--- src/jdc_pkg.sv ---
// Shared types, character codes, phase codes and error codes for the
// descriptor checker. No dependencies.
package jdc_pkg;

  localparam int OFFSET_BITS_DEF = 16;

  localparam logic [3:0] PH_START  = 4'd0;
  localparam logic [3:0] PH_PSTART = 4'd1;
  localparam logic [3:0] PH_PDIMS  = 4'd2;
  localparam logic [3:0] PH_PNAME  = 4'd3;
  localparam logic [3:0] PH_RSTART = 4'd4;
  localparam logic [3:0] PH_RDIMS  = 4'd5;
  localparam logic [3:0] PH_RNAME  = 4'd6;
  localparam logic [3:0] PH_FDIMS  = 4'd7;
  localparam logic [3:0] PH_FNAME  = 4'd8;
  localparam logic [3:0] PH_DONE   = 4'd9;
  localparam logic [3:0] PH_ERR    = 4'd10;

  localparam logic [3:0] ERR_NONE       = 4'd0;
  localparam logic [3:0] ERR_EMPTY      = 4'd1;
  localparam logic [3:0] ERR_NO_PAREN   = 4'd2;
  localparam logic [3:0] ERR_DEPTH      = 4'd3;
  localparam logic [3:0] ERR_TRUNC      = 4'd4;
  localparam logic [3:0] ERR_NO_SEMI    = 4'd5;
  localparam logic [3:0] ERR_NAME       = 4'd6;
  localparam logic [3:0] ERR_MARKER     = 4'd7;
  localparam logic [3:0] ERR_VOID       = 4'd8;
  localparam logic [3:0] ERR_F_TRAIL    = 4'd9;
  localparam logic [3:0] ERR_SLOTS      = 4'd10;
  localparam logic [3:0] ERR_NO_CLOSE   = 4'd11;
  localparam logic [3:0] ERR_NO_RESULT  = 4'd12;
  localparam logic [3:0] ERR_M_TRAIL    = 4'd13;
  localparam logic [3:0] ERR_TOO_LONG   = 4'd14;

  localparam logic [3:0] KIND_Z   = 4'd0;
  localparam logic [3:0] KIND_B   = 4'd1;
  localparam logic [3:0] KIND_C   = 4'd2;
  localparam logic [3:0] KIND_S   = 4'd3;
  localparam logic [3:0] KIND_I   = 4'd4;
  localparam logic [3:0] KIND_J   = 4'd5;
  localparam logic [3:0] KIND_F   = 4'd6;
  localparam logic [3:0] KIND_D   = 4'd7;
  localparam logic [3:0] KIND_V   = 4'd8;
  localparam logic [3:0] KIND_OBJ = 4'd9;

  localparam logic [1:0] ROLE_FIELD  = 2'd0;
  localparam logic [1:0] ROLE_PARAM  = 2'd1;
  localparam logic [1:0] ROLE_RESULT = 2'd2;

  localparam logic [7:0] CH_LBRACK = 8'h5B;
  localparam logic [7:0] CH_L      = 8'h4C;
  localparam logic [7:0] CH_SEMI   = 8'h3B;
  localparam logic [7:0] CH_LPAREN = 8'h28;
  localparam logic [7:0] CH_RPAREN = 8'h29;
  localparam logic [7:0] CH_SLASH  = 8'h2F;
  localparam logic [7:0] CH_DOT    = 8'h2E;

  localparam logic [7:0] DIM_MAX  = 8'd255;

  typedef struct packed {
    logic [3:0] phase;
    logic       method_mode;
    logic [7:0] dim_count;
    logic       nf_bad;
    logic       nf_slash;
    logic       nf_chars;
    logic [7:0] slot_sum;
    logic [7:0] param_count;
    logic [3:0] err_code;
  } state_t;

  typedef struct packed {
    logic       rtype;
    logic [1:0] role;
    logic [3:0] kind;
    logic [7:0] dims;
    logic [1:0] slots;
    logic [7:0] idx;
    logic [7:0] tot;
    logic [3:0] ecode;
  } result_t;

  localparam state_t STATE_RESET = '{
    phase: PH_START, method_mode: 1'b0, dim_count: 8'd0, nf_bad: 1'b0,
    nf_slash: 1'b0, nf_chars: 1'b0, slot_sum: 8'd0, param_count: 8'd0,
    err_code: ERR_NONE
  };

  // Returns {valid, kind} for a base type letter.
  function automatic logic [4:0] base_kind(input logic [7:0] b);
    logic [4:0] r;
    case (b)
      8'h5A:   r = {1'b1, KIND_Z};
      8'h42:   r = {1'b1, KIND_B};
      8'h43:   r = {1'b1, KIND_C};
      8'h53:   r = {1'b1, KIND_S};
      8'h49:   r = {1'b1, KIND_I};
      8'h4A:   r = {1'b1, KIND_J};
      8'h46:   r = {1'b1, KIND_F};
      8'h44:   r = {1'b1, KIND_D};
      8'h56:   r = {1'b1, KIND_V};
      default: r = {1'b0, KIND_Z};
    endcase
    return r;
  endfunction

endpackage

--- src/jdc_step.sv ---
// Next-state and result logic for one descriptor request.
// Depends on jdc_pkg.
module jdc_step #(
  parameter int OffsetBits = jdc_pkg::OFFSET_BITS_DEF
) (
  input  jdc_pkg::state_t         st,
  input  logic [OffsetBits-1:0]   byte_offset,
  input  logic [OffsetBits-1:0]   type_start,
  input  logic [OffsetBits-1:0]   name_start,
  input  logic [OffsetBits-1:0]   err_offset,
  input  logic                    req_type,
  input  logic [7:0]              data_byte,
  input  logic                    is_method,
  output jdc_pkg::state_t         st_next,
  output logic [OffsetBits-1:0]   byte_offset_next,
  output logic [OffsetBits-1:0]   type_start_next,
  output logic [OffsetBits-1:0]   name_start_next,
  output logic [OffsetBits-1:0]   err_offset_next,
  output logic                    res_valid,
  output jdc_pkg::result_t        res,
  output logic [OffsetBits-1:0]   res_err_offset
);
  import jdc_pkg::*;

  localparam logic [OffsetBits-1:0] OffMax = '1;

  always_comb begin
    logic                  mm;
    logic                  lat;
    logic [3:0]            lcode;
    logic [OffsetBits-1:0] loff;
    logic [3:0]            wph;
    logic [7:0]            wdim;
    logic [OffsetBits-1:0] wts;
    logic [OffsetBits-1:0] wns;
    logic                  dims_p;
    logic                  name_p;
    logic                  do_cmp;
    logic [3:0]            kind;
    logic [4:0]            bk;
    logic [1:0]            slots;
    logic [8:0]            sum;
    logic                  in_res;

    mm     = (st.phase == PH_START) ? is_method : st.method_mode;
    lat    = 1'b0;
    lcode  = ERR_NONE;
    loff   = '0;
    wph    = st.phase;
    wdim   = st.dim_count;
    wts    = type_start;
    wns    = name_start;
    dims_p = 1'b0;
    name_p = 1'b0;
    do_cmp = 1'b0;
    kind   = 4'd0;
    bk     = 5'd0;
    slots  = 2'd0;
    sum    = 9'd0;
    in_res = 1'b0;

    st_next          = st;
    st_next.method_mode = mm;
    byte_offset_next = byte_offset;
    type_start_next  = type_start;
    name_start_next  = name_start;
    err_offset_next  = err_offset;
    res_valid        = 1'b0;
    res              = '0;
    res_err_offset   = '0;

    if (req_type) begin
      case (st.phase)
        PH_START: begin
          lat = 1'b1; lcode = mm ? ERR_NO_PAREN : ERR_EMPTY; loff = '0;
        end
        PH_PSTART: begin
          lat = 1'b1; lcode = ERR_NO_CLOSE; loff = byte_offset;
        end
        PH_RSTART: begin
          lat = 1'b1; lcode = ERR_NO_RESULT; loff = byte_offset;
        end
        PH_PDIMS, PH_RDIMS, PH_FDIMS: begin
          lat = 1'b1; lcode = ERR_TRUNC; loff = byte_offset;
        end
        PH_PNAME, PH_RNAME, PH_FNAME: begin
          lat = 1'b1; lcode = ERR_NO_SEMI; loff = name_start;
        end
        default: lat = 1'b0;
      endcase
      res_valid      = 1'b1;
      res.rtype      = 1'b1;
      res.idx        = st.param_count;
      res.tot        = st.slot_sum;
      res.ecode      = lat ? lcode : st.err_code;
      res_err_offset = lat ? loff : err_offset;
      st_next          = STATE_RESET;
      byte_offset_next = '0;
      type_start_next  = '0;
      name_start_next  = '0;
      err_offset_next  = '0;
    end else if (st.phase != PH_ERR) begin
      if (byte_offset == OffMax) begin
        lat = 1'b1; lcode = ERR_TOO_LONG; loff = OffMax;
      end else begin
        case (st.phase)
          PH_START: begin
            if (mm) begin
              if (data_byte == CH_LPAREN) wph = PH_PSTART;
              else begin
                lat = 1'b1; lcode = ERR_NO_PAREN; loff = '0;
              end
            end else begin
              wts = byte_offset; wdim = 8'd0; wph = PH_FDIMS; dims_p = 1'b1;
            end
          end
          PH_PSTART: begin
            if (data_byte == CH_RPAREN) wph = PH_RSTART;
            else begin
              wts = byte_offset; wdim = 8'd0; wph = PH_PDIMS; dims_p = 1'b1;
            end
          end
          PH_RSTART: begin
            wts = byte_offset; wdim = 8'd0; wph = PH_RDIMS; dims_p = 1'b1;
          end
          PH_PDIMS, PH_RDIMS, PH_FDIMS: dims_p = 1'b1;
          PH_PNAME, PH_RNAME, PH_FNAME: name_p = 1'b1;
          PH_DONE: begin
            lat = 1'b1; lcode = mm ? ERR_M_TRAIL : ERR_F_TRAIL; loff = byte_offset;
          end
          default: begin
            lat = 1'b1; lcode = ERR_MARKER; loff = byte_offset;
          end
        endcase

        if (dims_p) begin
          if (data_byte == CH_LBRACK) begin
            if (wdim == DIM_MAX) begin
              lat = 1'b1; lcode = ERR_DEPTH; loff = wts;
            end else begin
              wdim = wdim + 8'd1;
            end
          end else if (data_byte == CH_L) begin
            wns = byte_offset + OffsetBits'(1);
            st_next.nf_chars = 1'b0;
            st_next.nf_slash = 1'b0;
            st_next.nf_bad   = 1'b0;
            wph = (wph == PH_PDIMS) ? PH_PNAME :
                  (wph == PH_RDIMS) ? PH_RNAME : PH_FNAME;
          end else begin
            bk = base_kind(data_byte);
            if (!bk[4]) begin
              lat = 1'b1; lcode = ERR_MARKER; loff = byte_offset;
            end else if (bk[3:0] == KIND_V && (wph != PH_RDIMS || wdim != 8'd0)) begin
              lat = 1'b1; lcode = ERR_VOID; loff = wts;
            end else begin
              do_cmp = 1'b1; kind = bk[3:0];
            end
          end
        end

        if (name_p) begin
          if (data_byte == CH_SEMI) begin
            if (!st.nf_chars || st.nf_slash || st.nf_bad) begin
              lat = 1'b1; lcode = ERR_NAME; loff = name_start;
            end else begin
              do_cmp = 1'b1; kind = KIND_OBJ;
            end
          end else if (data_byte == CH_SLASH) begin
            if (!st.nf_chars || st.nf_slash) st_next.nf_bad = 1'b1;
            st_next.nf_slash = 1'b1;
            st_next.nf_chars = 1'b1;
          end else begin
            st_next.nf_slash = 1'b0;
            if (data_byte inside {CH_DOT, CH_LBRACK, CH_LPAREN, CH_RPAREN}) begin
              st_next.nf_bad = 1'b1;
            end
            st_next.nf_chars = 1'b1;
          end
        end

        if (do_cmp) begin
          if (wdim != 8'd0) slots = 2'd1;
          else if (kind == KIND_J || kind == KIND_D) slots = 2'd2;
          else if (kind == KIND_V) slots = 2'd0;
          else slots = 2'd1;
          in_res = (wph == PH_RDIMS) || (wph == PH_RNAME);
          res.kind  = kind;
          res.dims  = wdim;
          res.slots = slots;
          if (wph == PH_PDIMS || wph == PH_PNAME) begin
            sum = {1'b0, st.slot_sum} + {7'd0, slots};
            if (sum[8]) begin
              lat = 1'b1; lcode = ERR_SLOTS; loff = byte_offset + OffsetBits'(1);
            end else begin
              st_next.slot_sum    = sum[7:0];
              st_next.param_count = st.param_count + 8'd1;
              wph       = PH_PSTART;
              res_valid = 1'b1;
              res.role  = ROLE_PARAM;
              res.idx   = st.param_count;
              res.tot   = sum[7:0];
            end
          end else begin
            wph       = PH_DONE;
            res_valid = 1'b1;
            res.role  = in_res ? ROLE_RESULT : ROLE_FIELD;
            res.idx   = in_res ? st.param_count : 8'd0;
            res.tot   = st.slot_sum;
          end
        end
      end

      st_next.phase     = wph;
      st_next.dim_count = wdim;
      type_start_next   = wts;
      name_start_next   = wns;
      if (lat) begin
        st_next.phase    = PH_ERR;
        st_next.err_code = lcode;
        err_offset_next  = loff;
      end else begin
        byte_offset_next = byte_offset + OffsetBits'(1);
      end
    end
  end

endmodule

--- src/jni_descriptor_checker_unit.sv ---
// An accepted request is captured in the input register, then any result in
// the result register. Throughput: one request per cycle while out_stall does
// not hold the result register (else in_stall is raised). rst is synchronous,
// active high; it returns the checker to a descriptor start, no result pending.
// Top level of the descriptor checker; depends on jdc_pkg and jdc_step.
module jni_descriptor_checker_unit #(
  parameter int OFFSET_BITS = jdc_pkg::OFFSET_BITS_DEF
) (
  input  logic        clk,
  input  logic        rst,
  input  logic        in_valid,
  output logic        in_stall,
  input  logic        req_type,
  input  logic [7:0]  data_byte,
  input  logic        is_method,
  output logic        out_valid,
  input  logic        out_stall,
  output logic        result_type,
  output logic [1:0]  type_role,
  output logic [3:0]  elem_kind,
  output logic [7:0]  array_dims,
  output logic [1:0]  type_slots,
  output logic [7:0]  param_index,
  output logic [7:0]  total_slots,
  output logic [3:0]  error_code,
  output logic [15:0] error_offset
);
  import jdc_pkg::*;

  logic                   req_valid;
  logic                   req_kind;
  logic [7:0]             req_byte;
  logic                   req_method;

  state_t                 st;
  state_t                 st_next;
  logic [OFFSET_BITS-1:0] byte_offset;
  logic [OFFSET_BITS-1:0] byte_offset_next;
  logic [OFFSET_BITS-1:0] type_start;
  logic [OFFSET_BITS-1:0] type_start_next;
  logic [OFFSET_BITS-1:0] name_start;
  logic [OFFSET_BITS-1:0] name_start_next;
  logic [OFFSET_BITS-1:0] err_offset;
  logic [OFFSET_BITS-1:0] err_offset_next;

  logic                   res_valid;
  result_t                res;
  logic [OFFSET_BITS-1:0] res_err_offset;

  result_t                out_res;
  logic [OFFSET_BITS-1:0] out_err_offset;

  logic                   out_free;
  logic                   fire;

  assign out_free = !out_valid || !out_stall;
  assign fire     = req_valid && out_free;
  assign in_stall = req_valid && !out_free;

  jdc_step #(
    .OffsetBits(OFFSET_BITS)
  ) u_step (
    .st               (st),
    .byte_offset      (byte_offset),
    .type_start       (type_start),
    .name_start       (name_start),
    .err_offset       (err_offset),
    .req_type         (req_kind),
    .data_byte        (req_byte),
    .is_method        (req_method),
    .st_next          (st_next),
    .byte_offset_next (byte_offset_next),
    .type_start_next  (type_start_next),
    .name_start_next  (name_start_next),
    .err_offset_next  (err_offset_next),
    .res_valid        (res_valid),
    .res              (res),
    .res_err_offset   (res_err_offset)
  );

  always_ff @(posedge clk) begin
    if (rst) begin
      req_valid <= 1'b0;
    end else if (!in_stall) begin
      req_valid <= in_valid;
    end
  end

  always_ff @(posedge clk) begin
    if (!in_stall && in_valid) begin
      req_kind   <= req_type;
      req_byte   <= data_byte;
      req_method <= is_method;
    end
  end

  always_ff @(posedge clk) begin
    if (rst) begin
      st          <= STATE_RESET;
      byte_offset <= '0;
      type_start  <= '0;
      name_start  <= '0;
      err_offset  <= '0;
    end else if (fire) begin
      st          <= st_next;
      byte_offset <= byte_offset_next;
      type_start  <= type_start_next;
      name_start  <= name_start_next;
      err_offset  <= err_offset_next;
    end
  end

  always_ff @(posedge clk) begin
    if (rst) begin
      out_valid <= 1'b0;
    end else if (fire) begin
      out_valid <= res_valid;
    end else if (!out_stall) begin
      out_valid <= 1'b0;
    end
  end

  always_ff @(posedge clk) begin
    if (fire && res_valid) begin
      out_res        <= res;
      out_err_offset <= res_err_offset;
    end
  end

  assign result_type  = out_res.rtype;
  assign type_role    = out_res.role;
  assign elem_kind    = out_res.kind;
  assign array_dims   = out_res.dims;
  assign type_slots   = out_res.slots;
  assign param_index  = out_res.idx;
  assign total_slots  = out_res.tot;
  assign error_code   = out_res.ecode;
  assign error_offset = 16'(out_err_offset);

endmodule
--- config.mk ---
export PLATFORM = sky130hd
export DESIGN_NAME = jni_descriptor_checker_unit
export DESIGN_NICKNAME = d
export VERILOG_FILES = /design/src/jdc_pkg.sv /design/src/jdc_step.sv /design/src/jni_descriptor_checker_unit.sv
export SDC_FILE = /design/constraint.sdc
export NUM_CORES = 1
export LEC_CHECK = 0
export ABC_AREA = 1
export BUFFER_PORTS_ARGS = -buffer_cell sky130_fd_sc_hd__buf_2
export CORE_MARGIN = 5
export CORE_UTILIZATION = 66
export DETAILED_ROUTE_END_ITERATION = 8
export PLACE_DENSITY = 0.86
export SETUP_SLACK_MARGIN = 0.05
export SLEW_MARGIN = 20
export SYNTH_ARGS = -nofsm -noshare
export SYNTH_HDL_FRONTEND = slang
export SYNTH_SLANG_ARGS = --single-unit
export TNS_END_PERCENT = 1
--- constraint.sdc ---
create_clock -name clk -period 12.4 [get_ports clk]
set_input_delay 0.62 -clock clk [delete_from_list [all_inputs] [get_ports clk]]
set_output_delay 0.62 -clock clk [all_outputs]
set_load 0.05 [all_outputs]
==> results of run 1 <==
==> cell usage after synthesis, drive strengths merged <==
master and n:
nand4 21, or2 7, clkbuf 35, o211ai 17, dfxtp 102, o22ai 4
xor2 15, edfxtp 63, nor4 3, fa 1, clkinv 2, a22oi 1
xnor2 4, o2111ai 2, a22o 1, o21ai 91, o2bb2ai 1, a41oi 2
and3 1, nor2 122, inv 170, a31oi 3, and2 1, nand2 461
nand3b 3, buf 20, a21oi 113, o21a 1, a211oi 3, nor3 12
nand3 63, or3 1, ha 6, o31ai 4
==> layout make-up <==
cell class,count,share of cell area [%]
tap,180,2.17
clock inverter,9,1.15
inverter,172,6.24
multi-input combinational,964,44.3
clock buffer,23,4.52
sequential,165,38.0
timing repair buffer,73,3.65
==> cells by family after synthesis <==
| logic type | count (synthesis) | share of synthesized area (%) |
|---|---|---|
| compound gates | 243 | 14.0 |
| flops | 165 | 41.8 |
| fa+ha+maj | 7 | 1.01 |
| simple gates | 695 | 31.9 |
| xor+xnor | 19 | 1.77 |
| buf+inv | 227 | 9.51 |
==> sequential cells by signal, indices dropped and copies added, names as in the netlist, 4 cells and up <==
| name | count |
|---|---|
| total_slots | 8 |
| st | 36 |
| err_offset | 16 |
| array_dims | 8 |
| elem_kind | 4 |
| name_start | 16 |
| param_index | 8 |
| error_code | 4 |
| byte_offset | 16 |
| error_offset | 16 |
| req_byte | 8 |
| type_start | 16 |
==> power breakdown <==
part	switching [uW]	internal, uW	leakage (uW)	total, uW
combinational	136	43.5	0.00282	180
clock	221	310	0.000279	531
sequential	12.3	576	0.00146	589
==> per-stage QoR <==
step	instances	power, uW	hold WS, ns	setup WS (ns)	cell area, um2
after floorplan	1356	728	0.424	6.60	9420
after global placement	1554	770	0.448	6.23	9780
after detailed placement	1554	772	0.453	5.95	9780
after CTS	1586	1300	0.351	5.85	10400
after global routing	1586	1350	0.343	5.32	10400
final	1586	1300	0.355	5.75	10400
==> cell usage in the layout (no fill, tap or decap), drive strengths merged <==
cell      instances
nand4            21
o21a              1
o2bb2ai           1
fa                1
o21ai            91
a22o              1
or3               1
edfxtp           63
dfxtp           102
buf              73
clkinv            4
xor2             15
inv             173
clkinvlp          2
ha                6
nand3b            3
a21oi           113
o31ai             4
nor4              3
a22oi             1
o2111ai           2
o211ai           17
clkbuf           23
nor3             12
xnor2             4
and2              1
o22ai             4
a31oi             3
and3              1
a211oi            3
nand2           461
nor2            122
a41oi             2
nand3            63
or2               7
bufinv            2
==> worst register-to-register path, delay by kind of cell (launching register included) <==
kind            cells  cell delay [ns]
compound gates      2             0.73
xor+xnor            1             0.24
flops               1             0.37
buf+inv             4             0.98
fa+ha+maj           3             0.87
simple gates       18             3.06
==> how the worst min path moves through the flow <==
stage | from | slack [ns] | to | depth (start not counted)
global placement | type_start[12] | 0.45 | type_start[12] | 2
finish | data_byte[3] | 0.35 | req_byte[3] | 1
CTS | data_byte[3] | 0.35 | req_byte[3] | 1
global route | data_byte[3] | 0.34 | req_byte[3] | 1
detailed placement | type_start[4] | 0.45 | type_start[4] | 2
floorplan | req_kind | 0.42 | result_type | 0
==> layer usage <==
layer / global-route usage (%) / wire [um]
met5: 0 / 0
met4: 10.8 / 572
met3: 8.86 / 3150
met2: 52.5 / 12200
met1: 44.0 / 10900
==> impl_metrics.json, run 1 <==
{
  "detail_route.wl_per_cell_um": 16.9,
  "arrival_ns": 6.71,
  "cpLargestDelayFamily": "simple AND/OR/NAND/NOR gates",
  "remaining_drc_errors": 0,
  "grt_pass1_wl_mm": 43.8,
  "die_h_um": 129,
  "hold_path_class": "primary input to flop",
  "cp_max_fo": 53,
  "antenna_found_initial": 0,
  "start_util_pct": 67.6,
  "pin_count": 69,
  "ys_ff_latch": 165,
  "p_leak_uw": 0.00456,
  "syn_to_final_growth_pct": 10.0,
  "fp-row-count": 43,
  "syn_area_mm2": 0.00942,
  "crit_top_cell": "nand2_1",
  "final_core_util_pct": 74.4,
  "status": "completed",
  "rsz0062_at_grt": "false",
  "die_x_um": 129,
  "multiInputGateArea_mm2": 0.00459,
  "dr.first_iter.drc_count": 1127,
  "seqCellArea_mm2": 0.00393,
  "syn_area_per_cell_um2": 6.95,
  "ys_warn_count": 0,
  "cts.sinks": 165,
  "fmax_ghz": 0.150,
  "fillCellCount": 1119,
  "fin_crit_sh_pct": 53.7,
  "synth_sequential_area_ratio_pct": 41.8,
  "reg2reg_setup_slack_ns": 5.75,
  "netlist_instances": 1356,
  "max_slew_margin_pct": 28.0,
  "startpoint": "req_method",
  "drv_cap": 0,
  "cts_tree": "built",
  "end_kind": "flop",
  "finalSetupViolCount": 0,
  "r2r-end": "param_index[2]",
  "finalSetupTns_ns": 0,
  "diodes": 0,
  "yosysTopAreaCell": "dfxtp_1",
  "hold_viol_final": 0,
  "cts-resized-gates": 0,
  "gp_congestion": 1.01,
  "insertion_delay_ns": 0.44,
  "slowest_delay_ns": 0.79,
  "grt_start_max_net_pins": 71,
  "cp.depth": 28,
  "grtUsageTotal_pct": 33.0,
  "io_buffers": 68,
  "irDropWorstVdd_mv": 0.109,
  "fin_nets": 1414,
  "fin_skew_ns": 0.00993,
  "place_hpwl_mm": 18.5,
  "coreArea_mm2": 0.0139,
  "numCtsBuffers": 17,
  "detail_route.vias_per_cell": 5.84,
  "slew_viol_final": 0,
  "synth_top_area_share_pct": 21.7,
  "clock_path_buffers": 2,
  "cts_root_buf": "clkbuf_16",
  "worst_slew_pin_slew_ns": 1.08,
  "grt_pass1_vias": 8724,
  "die_area_mm2": 0.0168,
  "layout_min_cycle_time_ns": 6.65,
  "path_clk_slew_ns": 0.06,
  "totalWireLength_mm": 26.9,
  "cts_htree_levels": 4,
  "required_ns": 12.46,
  "crit_path_top_delay_cell": "inv_2",
  "num_vias": 9265,
  "cp-start-kind": "flop",
  "drive_above_1_share_pct": 11.0,
  "cts_setup_buffers": 0,
  "cp_num_buf_inv": 4,
  "holdBufCountCts": 0,
  "drtAntennaViolNets": 0,
  "ys_top_cells_by_area": "dfxtp_1 22%, edfxtp_1 20%, nand2_1 18%",
  "cp-endpoint": "param_index[2]",
  "syn_nets": 1377,
  "reg2regPathDepth": 28,
  "grt-ovfl-total": 0,
  "setup.worst_path.class": "flop to flop",
  "synth.distinct_cells": 53,
  "r2r_start": "req_method",
  "drt_pass1_iterations": 6,
  "powerDensity_mw_per_mm2": 125
}
(Power assumes the default switching activity.)
==> inputs of run 2 (changes only) <==
- ABC_AREA: 1 -> 0
- CORE_UTILIZATION: 66 -> 61
- PLACE_DENSITY: 0.86 -> 0.81
- clock period: 12.4 -> 6.2 ns (I/O delays scaled with it)
==> impl_metrics.json, run 2 <==
{
  "mostFrequentLayoutCells": "135 x nor2_1, 102 x dfxtp_1, 69 x nand2_1, 68 x buf_2, 63 x edfxtp_1",
  "io_buffers": 68,
  "finalSetupTns_ns": 0,
  "ys_ff_latch": 165,
  "detail_route.wl_per_cell_um": 21.3,
  "start_util_pct": 62.6,
  "grt_pass1_vias": 7849,
  "slew_viol_final": 0,
  "ys_top_cells_by_area": "dfxtp_1 23%, edfxtp_1 22%, nor2_1 5.9%",
  "arrival_ns": 5.95,
  "holdPathEnd": "req_byte[6]",
  "grt-ovfl-total": 0,
  "hold_viol_final": 0,
  "finalSetupViolCount": 0,
  "antenna_found_initial": 0,
  "hp-start": "data_byte[6]",
  "status": "completed",
  "fin_skew_ns": 0.00897,
  "gp_congestion": 0.947,
  "die_x_um": 130,
  "insertion_delay_ns": 0.44,
  "cp-start-kind": "flop",
  "syn_to_final_growth_pct": 13.8,
  "cts_tree": "built",
  "reg2reg_setup_slack_ns": 0.36,
  "drv_cap": 0,
  "die_area_mm2": 0.0168,
  "place_hpwl_mm": 16.8,
  "reg2regPathDepth": 18,
  "path_clk_slew_ns": 0.07,
  "synthMostInstantiatedCell": "nor2_1",
  "fin_nets": 1047,
  "irDropWorstVdd_mv": 0.183,
  "total_power_uw": 2500,
  "syn_area_per_cell_um2": 8.90,
  "synth_sequential_area_ratio_pct": 45.0,
  "end_kind": "flop",
  "grt_pass1_wl_mm": 40.9,
  "synth.distinct_cells": 74,
  "holdPathStages": 1,
  "cp_max_fo": 53,
  "clock_path_buffers": 2,
  "seqCellArea_mm2": 0.00393,
  "r2r-end": "error_offset[10]",
  "synth_mux_area_share_pct": 0.915,
  "synth_common_cells": "137 x nor2_1, 102 x dfxtp_1, 70 x nand2_1",
  "synth_top_family_by_area": "compound AO/OA/AOI/OAI gates",
  "synth_fa_ha_area_share_pct": 1.09,
  "cts_root_buf": "clkbuf_16",
  "coreArea_mm2": 0.0140,
  "regMostFlops": "st",
  "cts.sinks": 165,
  "final_core_util_pct": 71.2,
  "p_leak_uw": 0.00346,
  "synthSimpleGateAreaFrac_pct": 21.6,
  "layout_commonest_cell": "nor2_1",
  "whs_ns": 0.0500,
  "synth_compound_area_share_pct": 24.7,
  "fillCellCount": 1087,
  "pin_count": 69,
  "largest_reg_flops": 36,
  "syn_area_mm2": 0.00875,
  "rsz0062_at_grt": "false",
  "synth_xor_area_share_pct": 2.10,
  "fmax_ghz": 0.171,
  "remaining_drc_errors": 0,
  "place_inst": 1182,
  "layout_min_cycle_time_ns": 5.84,
  "powerDensity_mw_per_mm2": 251,
  "worst_slew_pin_slew_ns": 1.10,
  "netlist_instances": 983,
  "num_vias": 8459,
  "grtUsageTotal_pct": 30.8,
  "synth_edf_count": 63,
  "drive_above_1_share_pct": 15.5,
  "r2r_start": "req_byte[0]",
  "max_slew_margin_pct": 26.6,
  "holdBufCountCts": 0,
  "ys.flop_type": "dfxtp_1",
  "fin_crit_sh_pct": 94.1,
  "drt_pass1_iterations": 7,
  "detail_route.vias_per_cell": 6.94,
  "hold_path_class": "primary input to flop",
  "yosysTopAreaCell": "dfxtp_1",
  "totalWireLength_mm": 26.0,
  "final_cell_count_no_fill": 1219,
  "synth_top_area_share_pct": 23.3,
  "drtAntennaViolNets": 0,
  "diodes": 0,
  "grt_start_max_net_pins": 59,
  "async_flop_share_pct": 0,
  "numCtsBuffers": 17,
  "cts_htree_levels": 4,
  "setup.worst_path.class": "flop to flop",
  "dr.first_iter.drc_count": 1667,
  "fp-row-count": 43,
  "ys_warn_count": 0,
  "required_ns": 6.32,
  "die_h_um": 130,
  "multiInputGateArea_mm2": 0.00447,
  "syn_nets": 1004
}
[run 2: per-stage QoR]
| stage | area [um2] | setup slack (ns) |
|---|---|---|
| final | 9960 | 0.364 |
| after floorplan | 8760 | 0.224 |
| after global routing | 9960 | 0.0624 |
| after detailed placement | 9270 | 0.118 |
| after global placement | 9270 | 0.299 |
| after CTS | 9870 | 0.0576 |
[run 2: routing by layer]
metal	share of wire [%]	GRT usage, %
met2	44	45.9
met3	14	9.05
met5	0	0
met4	3.0	12.3
met1	40	42.4
[run 2: worst max-delay path by stage]
stage / cells past startpoint / end / slack (ns) / from
5_1_grt: 22 / st[7] / 0.06 / req_byte[3]
3_5_place_dp: 22 / st[3] / 0.12 / req_byte[4]
2_1_floorplan: 22 / array_dims[0] / 0.22 / req_byte[4]
6_report: 18 / error_offset[10] / 0.36 / req_byte[0]
3_3_place_gp: 21 / st[14] / 0.30 / req_byte[4]
4_1_cts: 21 / st[14] / 0.06 / req_byte[4]
[run 2: power breakdown]
group	total [uW]	internal, uW	switching, uW
sequential	1150	1140	11.4
clock	1090	616	474
combinational	258	65.4	192
[run 2: logic make-up (layout without fill, tap and decap cells)]
group | after synthesis | in the layout
fa+ha+maj | 7 | 7
buf+inv | 104 | 160
flops | 165 | 165
xor+xnor | 21 | 21
compound gates | 302 | 302
mux | 8 | 8
simple gates | 376 | 376
[run 2: final cells by class]
class | instances | area share, %
Clock inverter | 14 | 1.68
Clock buffer | 18 | 4.41
Timing Repair Buffer | 106 | 6.45
Inverter | 22 | 0.829
Multi-Input combinational cell | 714 | 44.9
Sequential cell | 165 | 39.5
Tap cell | 180 | 2.26
[run 2: worst max-delay path, cell delays in order, from the launching register on]
cell       delay, ns
edfxtp_1        0.48
buf_4           0.19
nand2_1         0.09
or4b_1          0.67
or2_0           0.46
nor4_1          0.47
mux2i_1         0.38
o2111ai_1       0.19
nor3_1          0.23
nand2_1         0.09
ha_1            0.24
fa_1            0.49
and3_1          0.24
and3_1          0.22
and3_1          0.22
nand2_1         0.11
a31oi_1         0.22
nor2_4          0.18
buf_12          0.27
[run 2: what timing repair did]
| item | 4_1_cts | 5_1_grt |
|---|---|---|
| resized for setup | 1 | 9 |
| endpoints found under the setup margin | 1 | 107 |
| buffers inserted | 0 | 5 |
| pin swaps | 0 | 1 |
==> inputs of run 3 (changes only) <==
- CORE_ASPECT_RATIO: unset -> 1.4
- TNS_END_PERCENT: 1 -> 20
==> impl_metrics.json, run 3 (synthesis gave the netlist of run 2 again) <==
{
  "status": "completed",
  "grt_start_max_net_pins": 54,
  "antenna_found_initial": 0,
  "grtUsageTotal_pct": 30.9,
  "reg2regPathDepth": 23,
  "totalWireLength_mm": 25.9,
  "cts_root_buf": "clkbuf_16",
  "required_ns": 6.57,
  "num_vias": 8302,
  "finalSetupTns_ns": 0,
  "rsz0062_at_grt": "false",
  "arrival_ns": 6.06,
  "diodes": 0,
  "numCtsBuffers": 17,
  "path_clk_slew_ns": 0.06,
  "mostFrequentLayoutCells": "136 x nor2_1, 102 x dfxtp_1, 70 x nand2_1, 68 x buf_2, 63 x edfxtp_1",
  "powerDensity_mw_per_mm2": 245,
  "die_x_um": 111,
  "start_util_pct": 62.6,
  "grt_pass1_wl_mm": 41.7,
  "fmax_ghz": 0.176,
  "cts.sinks": 165,
  "drv_cap": 0,
  "finalSetupViolCount": 0,
  "setup.worst_path.class": "flop to flop",
  "dr.first_iter.drc_count": 893,
  "gp_congestion": 1.01,
  "irDropWorstVdd_mv": 0.176,
  "drtAntennaViolNets": 0,
  "fp-row-count": 51,
  "coreArea_mm2": 0.0140,
  "fin_skew_ns": 0.00978,
  "cts_tree": "built",
  "holdBufCountCts": 0,
  "whs_ns": 0.0562,
  "max_slew_margin_pct": 30.1,
  "cp-start-kind": "flop",
  "layout_commonest_cell": "nor2_1",
  "fin_crit_sh_pct": 91.7,
  "fillCellCount": 1132,
  "cp_max_fo": 17,
  "largest_reg_flops": 36,
  "grt_pass1_vias": 8124,
  "die_h_um": 152,
  "hold_path_class": "primary input to flop",
  "fin_nets": 1046,
  "final_core_util_pct": 70.8,
  "holdPathStages": 1,
  "p_leak_uw": 0.00343,
  "syn_to_final_growth_pct": 13.1,
  "remaining_drc_errors": 0,
  "drt_pass1_iterations": 8,
  "io_buffers": 68,
  "grt-ovfl-total": 0,
  "insertion_delay_ns": 0.43,
  "worst_slew_pin_slew_ns": 1.05,
  "detail_route.vias_per_cell": 6.79,
  "regMostFlops": "st",
  "clock_path_buffers": 2,
  "place_hpwl_mm": 17.6,
  "die_area_mm2": 0.0169,
  "drive_above_1_share_pct": 14.9,
  "layout_min_cycle_time_ns": 5.68,
  "end_kind": "flop",
  "cts_htree_levels": 4,
  "detail_route.wl_per_cell_um": 21.2,
  "pin_count": 69,
  "hold_viol_final": 0,
  "slew_viol_final": 0
}
run 3: area by class of cell:
cell class	instances	area [um2]	share of cell area, %
Clock buffer	20	447	4.51
Clock inverter	12	121	1.23
Inverter	22	82.6	0.834
Multi-Input combinational cell	714	4450	45.0
Sequential cell	165	3930	39.7
Tap cell	185	231	2.34
Timing Repair Buffer	105	631	6.37
run 3: metrics by stage:
step           instances  setup slack, ns  power (uW)  instance area [um2]
4_1_cts             1220            0.300        2420                 9850
2_1_floorplan        983            0.224        1340                 8760
5_1_grt             1223           0.0400        2490                 9900
3_3_place_gp        1188            0.594        1420                 9270
6_report            1223            0.516        2420                 9900
3_5_place_dp        1188            0.443        1420                 9280
run 3: worst paths after layout:
check	slack, ns	to	from
max	0.52	st[3]	st[32]
min	0.06	req_kind	req_type
max reg2reg	0.52	st[3]	st[32]
min reg2reg	0.47	st[31]	st[31]
run 3: what timing repair did:
item,in CTS,in global routing
resized for setup,0,6
buffers inserted,0,3
endpoints found under the setup margin,0,90
run 3: metal layers:
metal | part of all wire, % | global-route usage, %
met3 | 8.6 | 5.28
met5 | 0 | 0
met2 | 49 | 52.7
met4 | 6.3 | 20.3
met1 | 36 | 35.8
run 3: power breakdown:
| part | internal [uW] | switching (uW) | leakage, uW |
|---|---|---|---|
| Sequential | 1140 | 11.3 | 0.00140 |
| Clock | 572 | 446 | 0.000275 |
| Combinational | 64.2 | 188 | 0.00176 |
| Total | 1780 | 646 | 0.00343 |
run 3: critical path, stage by stage, from the launching register on:
cell	delay [ns]
dfxtp_1	0.31
buf_4	0.19
a211oi_1	0.29
o21a_1	0.27
nand2_1	0.13
nand2_1	0.17
inv_1	0.06
ha_1	0.23
nand3_1	0.16
a211oi_4	0.07
nor4_2	0.29
mux2i_1	0.36
o2111ai_1	0.19
or3_1	0.38
nor2_1	0.21
fa_1	0.31
and3_1	0.22
and3_1	0.21
nand3_1	0.11
nor2_1	0.14
buf_4	0.21
a21o_1	0.19
and2_1	0.66
a22o_1	0.25
